<file path="config.mk">
export PLATFORM = sky130hd
export DESIGN_NAME = skcc_cmp
export DESIGN_NICKNAME = d
export VERILOG_FILES = /design/src/rtl/skcc_pkg.sv /design/src/rtl/skcc_cmp.sv
export SDC_FILE = /design/constraint.sdc
export NUM_CORES = 1
export LEC_CHECK = 0
export ABC_CLOCK_PERIOD_IN_PS = 3400
export BUFFER_PORTS_ARGS = -buffer_cell sky130_fd_sc_hd__buf_2
export CAP_MARGIN = 5
export CELL_PAD_IN_SITES_DETAIL_PLACEMENT = 1
export CELL_PAD_IN_SITES_GLOBAL_PLACEMENT = 1
export CORE_MARGIN = 1.5
export CORE_UTILIZATION = 29
export DETAILED_ROUTE_END_ITERATION = 8
export PLACE_DENSITY_LB_ADDON = 0.1
export SLEW_MARGIN = 20
export SYNTH_ARGS = -nofsm -noshare
export SYNTH_HDL_FRONTEND = slang
export SYNTH_SLANG_ARGS = --single-unit
</file>
<file path="constraint.sdc">
create_clock -name vclk -period 3.4
set_input_delay 0.34 -clock vclk [all_inputs]
set_output_delay 0.34 -clock vclk [all_outputs]
set_load 0.01 [all_outputs]
</file>
<file path="src/rtl/skcc_pkg.sv">
// ----------------------------------------------------------------------------
// skcc_pkg
// Shared constants, types and helpers for the sort key column compare core.
// ----------------------------------------------------------------------------
package skcc_pkg;

   localparam int ROWS        = 4096;
   localparam int ROW_AW      = $clog2(ROWS);
   localparam int ROW_W       = 12;
   localparam int VALUE_W     = 64;
   localparam int VALUE_WIDTH = 64;   // bits actually compared, 8..64
   localparam int TIE_W       = 13;

   localparam logic       OP_LOAD    = 1'b0;
   localparam logic       OP_COMPARE = 1'b1;

   // two-bit signed three-way codes
   localparam logic [1:0] RES_TIED   = 2'b00;
   localparam logic [1:0] RES_AFTER  = 2'b01;
   localparam logic [1:0] RES_BEFORE = 2'b11;

   localparam logic [TIE_W-1:0] TIE_MAX = {TIE_W{1'b1}};

   typedef struct packed {
      logic              en;
      logic [ROW_AW-1:0] addr;
      logic [1:0]        data;
   } skcc_wr_type;

   typedef struct packed {
      logic descending;
      logic null_sign_neg;
      logic value_null;
      logic key_null;
   } skcc_flags_type;

   // +1 or -1 from a sign bit
   function automatic logic [1:0] unit_code(input logic neg);
      return neg ? RES_BEFORE : RES_AFTER;
   endfunction

   // load pattern: 0 -> 0, 1 -> +1, anything else -> -1
   function automatic logic [1:0] init_code(input logic [1:0] bits);
      logic [1:0] r;
      unique case (bits)
         2'b00:   r = RES_TIED;
         2'b01:   r = RES_AFTER;
         default: r = RES_BEFORE;
      endcase
      return r;
   endfunction

endpackage

</file>
<file path="src/rtl/skcc_cmp.sv">
// ----------------------------------------------------------------------------
// skcc_cmp
// Fresh three-way result of one row value against the key, with null order.
// ----------------------------------------------------------------------------
module skcc_cmp (
   input  logic signed [skcc_pkg::VALUE_W-1:0] value,
   input  logic signed [skcc_pkg::VALUE_W-1:0] key_value,
   input  skcc_pkg::skcc_flags_type            flags,
   output logic [1:0]                          fresh
);

   logic signed [skcc_pkg::VALUE_WIDTH-1:0] a;
   logic signed [skcc_pkg::VALUE_WIDTH-1:0] b;
   logic                                    lt;
   logic                                    eq;
   logic                                    d_neg;

   assign a     = value[skcc_pkg::VALUE_WIDTH-1:0];
   assign b     = key_value[skcc_pkg::VALUE_WIDTH-1:0];
   assign lt    = a < b;
   assign eq    = a == b;
   assign d_neg = flags.descending ^ flags.null_sign_neg;

   always_comb begin
      priority if (flags.value_null && flags.key_null) begin
         fresh = skcc_pkg::RES_TIED;
      end else if (flags.value_null) begin
         fresh = skcc_pkg::unit_code(d_neg);
      end else if (flags.key_null) begin
         fresh = skcc_pkg::unit_code(!d_neg);
      end else if (eq) begin
         fresh = skcc_pkg::RES_TIED;
      end else begin
         fresh = skcc_pkg::unit_code(lt ^ flags.descending);
      end
   end

endmodule

</file>
==> impl_metrics.tcl, run 1 <==
set metrics [dict create \
    multi_input_area_um2 1470 \
    dp_hpwl_um 4670 \
    swShare_pct 46.3 \
    vias 2060 \
    postSynthAreaPerCell_um2 7.18 \
    post_cts_buffers 0 \
    area_growth_pct 44.3 \
    peakVddDrop_mv 0.0369 \
    period_minus_slack_ns 2.92 \
    gr-usage-all-layers_pct 14.7 \
    drt_iter0_drc 9 \
    syn_nets 435 \
    detail-route-antenna-nets 0 \
    die_area_um2 6390 \
    synth_cells 239 \
    p_leak_nw 1.61 \
    synth_top_family_by_area "adder cells" \
    synth_area_um2 1720 \
    synthXorXnorAreaFrac_pct 1.02 \
    relSlewSlack_pct 73.5 \
    dieWidth_um 79.9 \
    p_seq_share_pct 0 \
    max_freq_ghz 0.343 \
    vias_per_cell 4.63 \
    clkPwrFrac_pct 0 \
    yosysSeqAreaShare_pct 0 \
    muxShareOfSynthArea_pct 0.583 \
    synth.area.top_cells "ha_1 47%, inv_1 14%, a21oi_1 7.9%, nand4_1 4.0%, a21o_1 3.5%" \
    die_h_um 79.9 \
    fin_setup_tns_ns 0 \
    synth_compound_area_share_pct 20.3 \
    synthAdderAreaFrac_pct 46.6 \
    drc_errors 0 \
    drv_slew 0 \
    p_int_uw 135 \
    yosysMostFrequentCell "inv_1" \
    nClkBuffers 0 \
    synth.top_cell.area_share_pct 46.6 \
    worstPathRequired_ns 3.06 \
    fin_crit_sh_pct 85.7 \
    pwr-share-comb_pct 100.0 \
    critPathLaunchType "primary input" \
    outcome "completed" \
    setup_viol 0 \
    start_util_pct 30.6 \
    finalWirelength_um 4790 \
    yosys.area_share.simple_pct 17.1 \
    cts_resized 0 \
    synth.distinct_cells 35 \
    endpoint_kind "output port" \
    seqCellArea_um2 0 \
    ys_warn_count 0 \
    grt_start_max_net_pins 7 \
    grt_pass1_vias 2041 \
    yosys-top-cells-count "66 x inv_1, 64 x ha_1, 27 x a21oi_1" \
    grt-ovfl-total 0 \
    routabilityCongestion 0.728 \
    hp-class "in2out" \
    nets 571 \
    io_pins 134 \
    hold_viol 0 \
    holdBufCountCts 0 \
    rsz0062_at_grt "false" \
    core_um2 5610 \
    place_area_um2 2480 \
    drive_gt1_share_pct 37.0 \
    tightest_slew_ns 0.387 \
    grt_pass1_wl_um 8070 \
    fin_area_um2 2480 \
    synth_top_area_cell "ha_1" \
    firstDrtPassIters 2 \
    power.density_nw_per_um2 102 \
    total_power_uw 252 \
    p_sw_uw 117 \
    rows 27 \
    cp.arrival_ns 2.58 \
    antenna_found_initial 0 \
    n_fill_cell 778 \
    maxCapViolations 0 \
    nFlopsAndLatches 0 \
    crit_path_max_fanout 3 \
    io_buffer_count 134 \
    antenna_cells 0 \
    crit_type "in2out" \
    wl_per_cell_um 10.8 \
]
## worst max-delay path, cell delays in order
cell     delay (ns)
buf_2          0.10
ha_1           0.33
nand4_1        0.10
or2_1          0.27
or4_4          0.54
nor3_2         0.23
a31oi_1        0.11
o31a_1         0.24
and3_1         0.18
buf_2          0.14
## power by group through the flow
stage               clock network [mW]  logic (mW)  registers [mW]
floorplan                            0       0.140               0
global placement                     0       0.251               0
detailed placement                   0       0.257               0
CTS                                  0       0.259               0
global route                         0       0.297               0
finish                               0       0.252               0
## path summary, 6_finish.rpt
check | start | endpoint | slack (ns) | cells after the start
hold / removal | flags[0] | fresh[0] | 1.05 | 3
setup / recovery | value[63] | fresh[1] | 0.48 | 10
## per-stage QoR
stage	instances	setup slack (ns)	util [%]	hold WS (ns)
3_5_place_dp	445	0.474	44.2	1.05
6_report	445	0.485	44.2	1.05
5_1_grt	445	0.315	44.2	1.08
2_1_floorplan	239	0.801	-	0.775
4_1_cts	445	0.458	44.2	1.05
3_3_place_gp	445	0.501	44.2	1.05
## layout by cell type (no fill, tap or decap), drive strengths merged
cell type	instances
buf	134
inv	66
ha	64
a21oi	27
nand2	14
nand4	12
o21ai	10
a21o	8
nor3	4
and4	3
nand3	3
a221oi	3
or4	3
nor2	2
o211ai	2
nor4	2
or2	1
a22oi	1
nand2b	1
o21ba	1
xor2	1
nor3b	1
o41ai	1
nor2b	1
a2111o	1
a2111oi	1
nand3b	1
a31oi	1
xnor2	1
mux2i	1
o31a	1
and3	1
## routing by layer
layer | GRT usage [%] | up-vias | share of wire, %
li1 | - | 1112 | -
met1 | 18.4 | 881 | 44
met2 | 28.6 | 67 | 48
met3 | 1.37 | 0 | 7.3
met4 | 0 | 0 | 0
met5 | 0 | - | 0
## final cells by class
cell class	instances	area share, %
Multi-Input combinational cell	173	59.3
Timing Repair Buffer	134	27.1
Tap cell	72	3.64
Inverter	66	10.0
## kinds of logic after synthesis
family,count (synthesis)
AOI/OAI and AO/OA,57
xor gates and xnor gates,2
adders and majority gates,64
buffers and inverters,66
muxes,1
and+or+nand+nor,49
Note: power is estimated with default switching activity, not from simulation.
==> run 2, diff against run 1 <==
--- a/config.mk
+++ b/config.mk
@@ -6,5 +6,5 @@
 export NUM_CORES = 1
 export LEC_CHECK = 0
-export ABC_CLOCK_PERIOD_IN_PS = 3400
+export ABC_CLOCK_PERIOD_IN_PS = 2450
 export BUFFER_PORTS_ARGS = -buffer_cell sky130_fd_sc_hd__buf_2
 export CAP_MARGIN = 5
@@ -12,5 +12,5 @@
 export CELL_PAD_IN_SITES_GLOBAL_PLACEMENT = 1
 export CORE_MARGIN = 1.5
-export CORE_UTILIZATION = 29
+export CORE_UTILIZATION = 25
 export DETAILED_ROUTE_END_ITERATION = 8
 export PLACE_DENSITY_LB_ADDON = 0.1
==> constraint.sdc (replaced) <==
create_clock -name vclk -period 2.45
set_input_delay 0 -clock vclk [all_inputs]
set_output_delay 0 -clock vclk [all_outputs]
set_load 0.01 [all_outputs]
==> run 2 against run 1 <==
Against the previous run: die area is 15% higher; routed wire length is 2.2% lower; critical path depth stayed put; setup slack worse by 0.30 ns.
==> impl_metrics.tcl, run 2 (same netlist as run 1, synthesis figures left out) <==
set metrics [dict create \
    nFlopsAndLatches 0 \
    tightest_slew_ns 0.387 \
    stdcell_count 453 \
    vias 2050 \
    endpoint_kind "output port" \
    nClkBuffers 0 \
    grt-ovfl-total 0 \
    crit_path_max_fanout 3 \
    io_buffer_count 134 \
    grt_pass1_wl_um 7820 \
    io_pins 134 \
    dp_hpwl_um 4560 \
    period_minus_slack_ns 2.27 \
    die_h_um 85.9 \
    grt_start_max_net_pins 7 \
    nets 571 \
    critPathLaunchType "primary input" \
    area_growth_pct 45.3 \
    die_area_um2 7370 \
    worstPathCellList "buf_2, ha_1, nand4_1, or2_1, or4_4, nor4_2, a31oi_1, o31a_1, and3_1, buf_2" \
    drv_slew 0 \
    detail-route-antenna-nets 0 \
    hp-class "in2out" \
    final_common_cell "buf_2" \
    power.density_nw_per_um2 140 \
    fin_setup_tns_ns 0 \
    crit_family "simple AND/OR/NAND/NOR gates" \
    worstPathRequired_ns 2.45 \
    rsz0062_at_grt "false" \
    drive_gt1_share_pct 37.0 \
    vias_per_cell 4.53 \
    start_util_pct 25.5 \
    crit_type "in2out" \
    post_cts_buffers 0 \
    wl_per_cell_um 10.3 \
    routabilityCongestion 0.682 \
    crit_buf_inv 2 \
    max_freq_ghz 0.441 \
    finalWirelength_um 4690 \
    critPathSlowestCell "or4_4" \
    cpMostUsedCell "buf_2" \
    dieWidth_um 85.9 \
    peakVddDrop_mv 0.0534 \
    max_stage_delay_ns 0.56 \
    layout_common_cells "134 x buf_2, 66 x inv_1, 64 x ha_1, 27 x a21oi_1, 14 x nand2_1" \
    grt_pass1_vias 1979 \
    outcome "completed" \
    n_fill_cell 913 \
    core_um2 6720 \
    drc_errors 0 \
    dp_cells 453 \
    fin_crit_sh_pct 92.5 \
    gr-usage-all-layers_pct 12.3 \
    setup_viol 0 \
    drt_iter0_drc 24 \
    rows 30 \
    antenna_cells 0 \
    hold_viol 0 \
    p_leak_nw 1.63 \
    antenna_found_initial 0 \
    maxCapViolations 0 \
    relSlewSlack_pct 73.6 \
    seqCellArea_um2 0 \
    cp.arrival_ns 2.27 \
    firstDrtPassIters 4 \
]
==> run 2: cell type report <==
type / instances / area (um2) / share of cell area, %
well taps: 80 / 100 / 4.01
repair buffers: 134 / 671 / 26.9
inverters: 66 / 248 / 9.93
multi-input cells: 173 / 1480 / 59.2
==> run 2: stage by stage <==
step	setup WS (ns)	area (um2)	utilization [%]	power, mW	hold slack, ns
after floorplan	0.531	1720	-	0.194	0.0945
after global placement	0.224	2490	37.0	0.352	0.373
after detailed placement	0.162	2490	37.0	0.356	0.370
after CTS	0.149	2490	37.0	0.359	0.369
after global routing	0.0209	2490	37.1	0.411	0.421
final	0.184	2490	37.1	0.349	0.366
==> run 2: what timing repair did <==
| action | in CTS | in global routing |
|---|---|---|
| gates resized for setup | 0 | 1 |
| setup endpoints to repair | 0 | 1 |
| hold buffers | 0 | 0 |
==> run 2: power by group <==
| part | total, mW | internal, mW | switching, mW |
|---|---|---|---|
| Clock | 0 | 0 | 0 |
| Combinational | 0.349 | 0.187 | 0.162 |
| Sequential | 0 | 0 | 0 |
==> run 2: routing by layer <==
layer | GRT usage [%] | part of all wire (%)
met5 | 0 | 0
met1 | 16.2 | 47
met2 | 23.2 | 46
met3 | 1.06 | 6.5
met4 | 0 | 0
==> run 2: worst min-delay path, cell delays in order <==
cell and delay, ns:
buf_2 0.13, a22oi_1 0.09, buf_2 0.15
==> run 2: final timing paths <==
path / from / endpoint / slack [ns] / depth (start not counted)
setup / recovery: value[63] / fresh[1] / 0.18 / 10
hold / removal: flags[0] / fresh[0] / 0.37 / 3
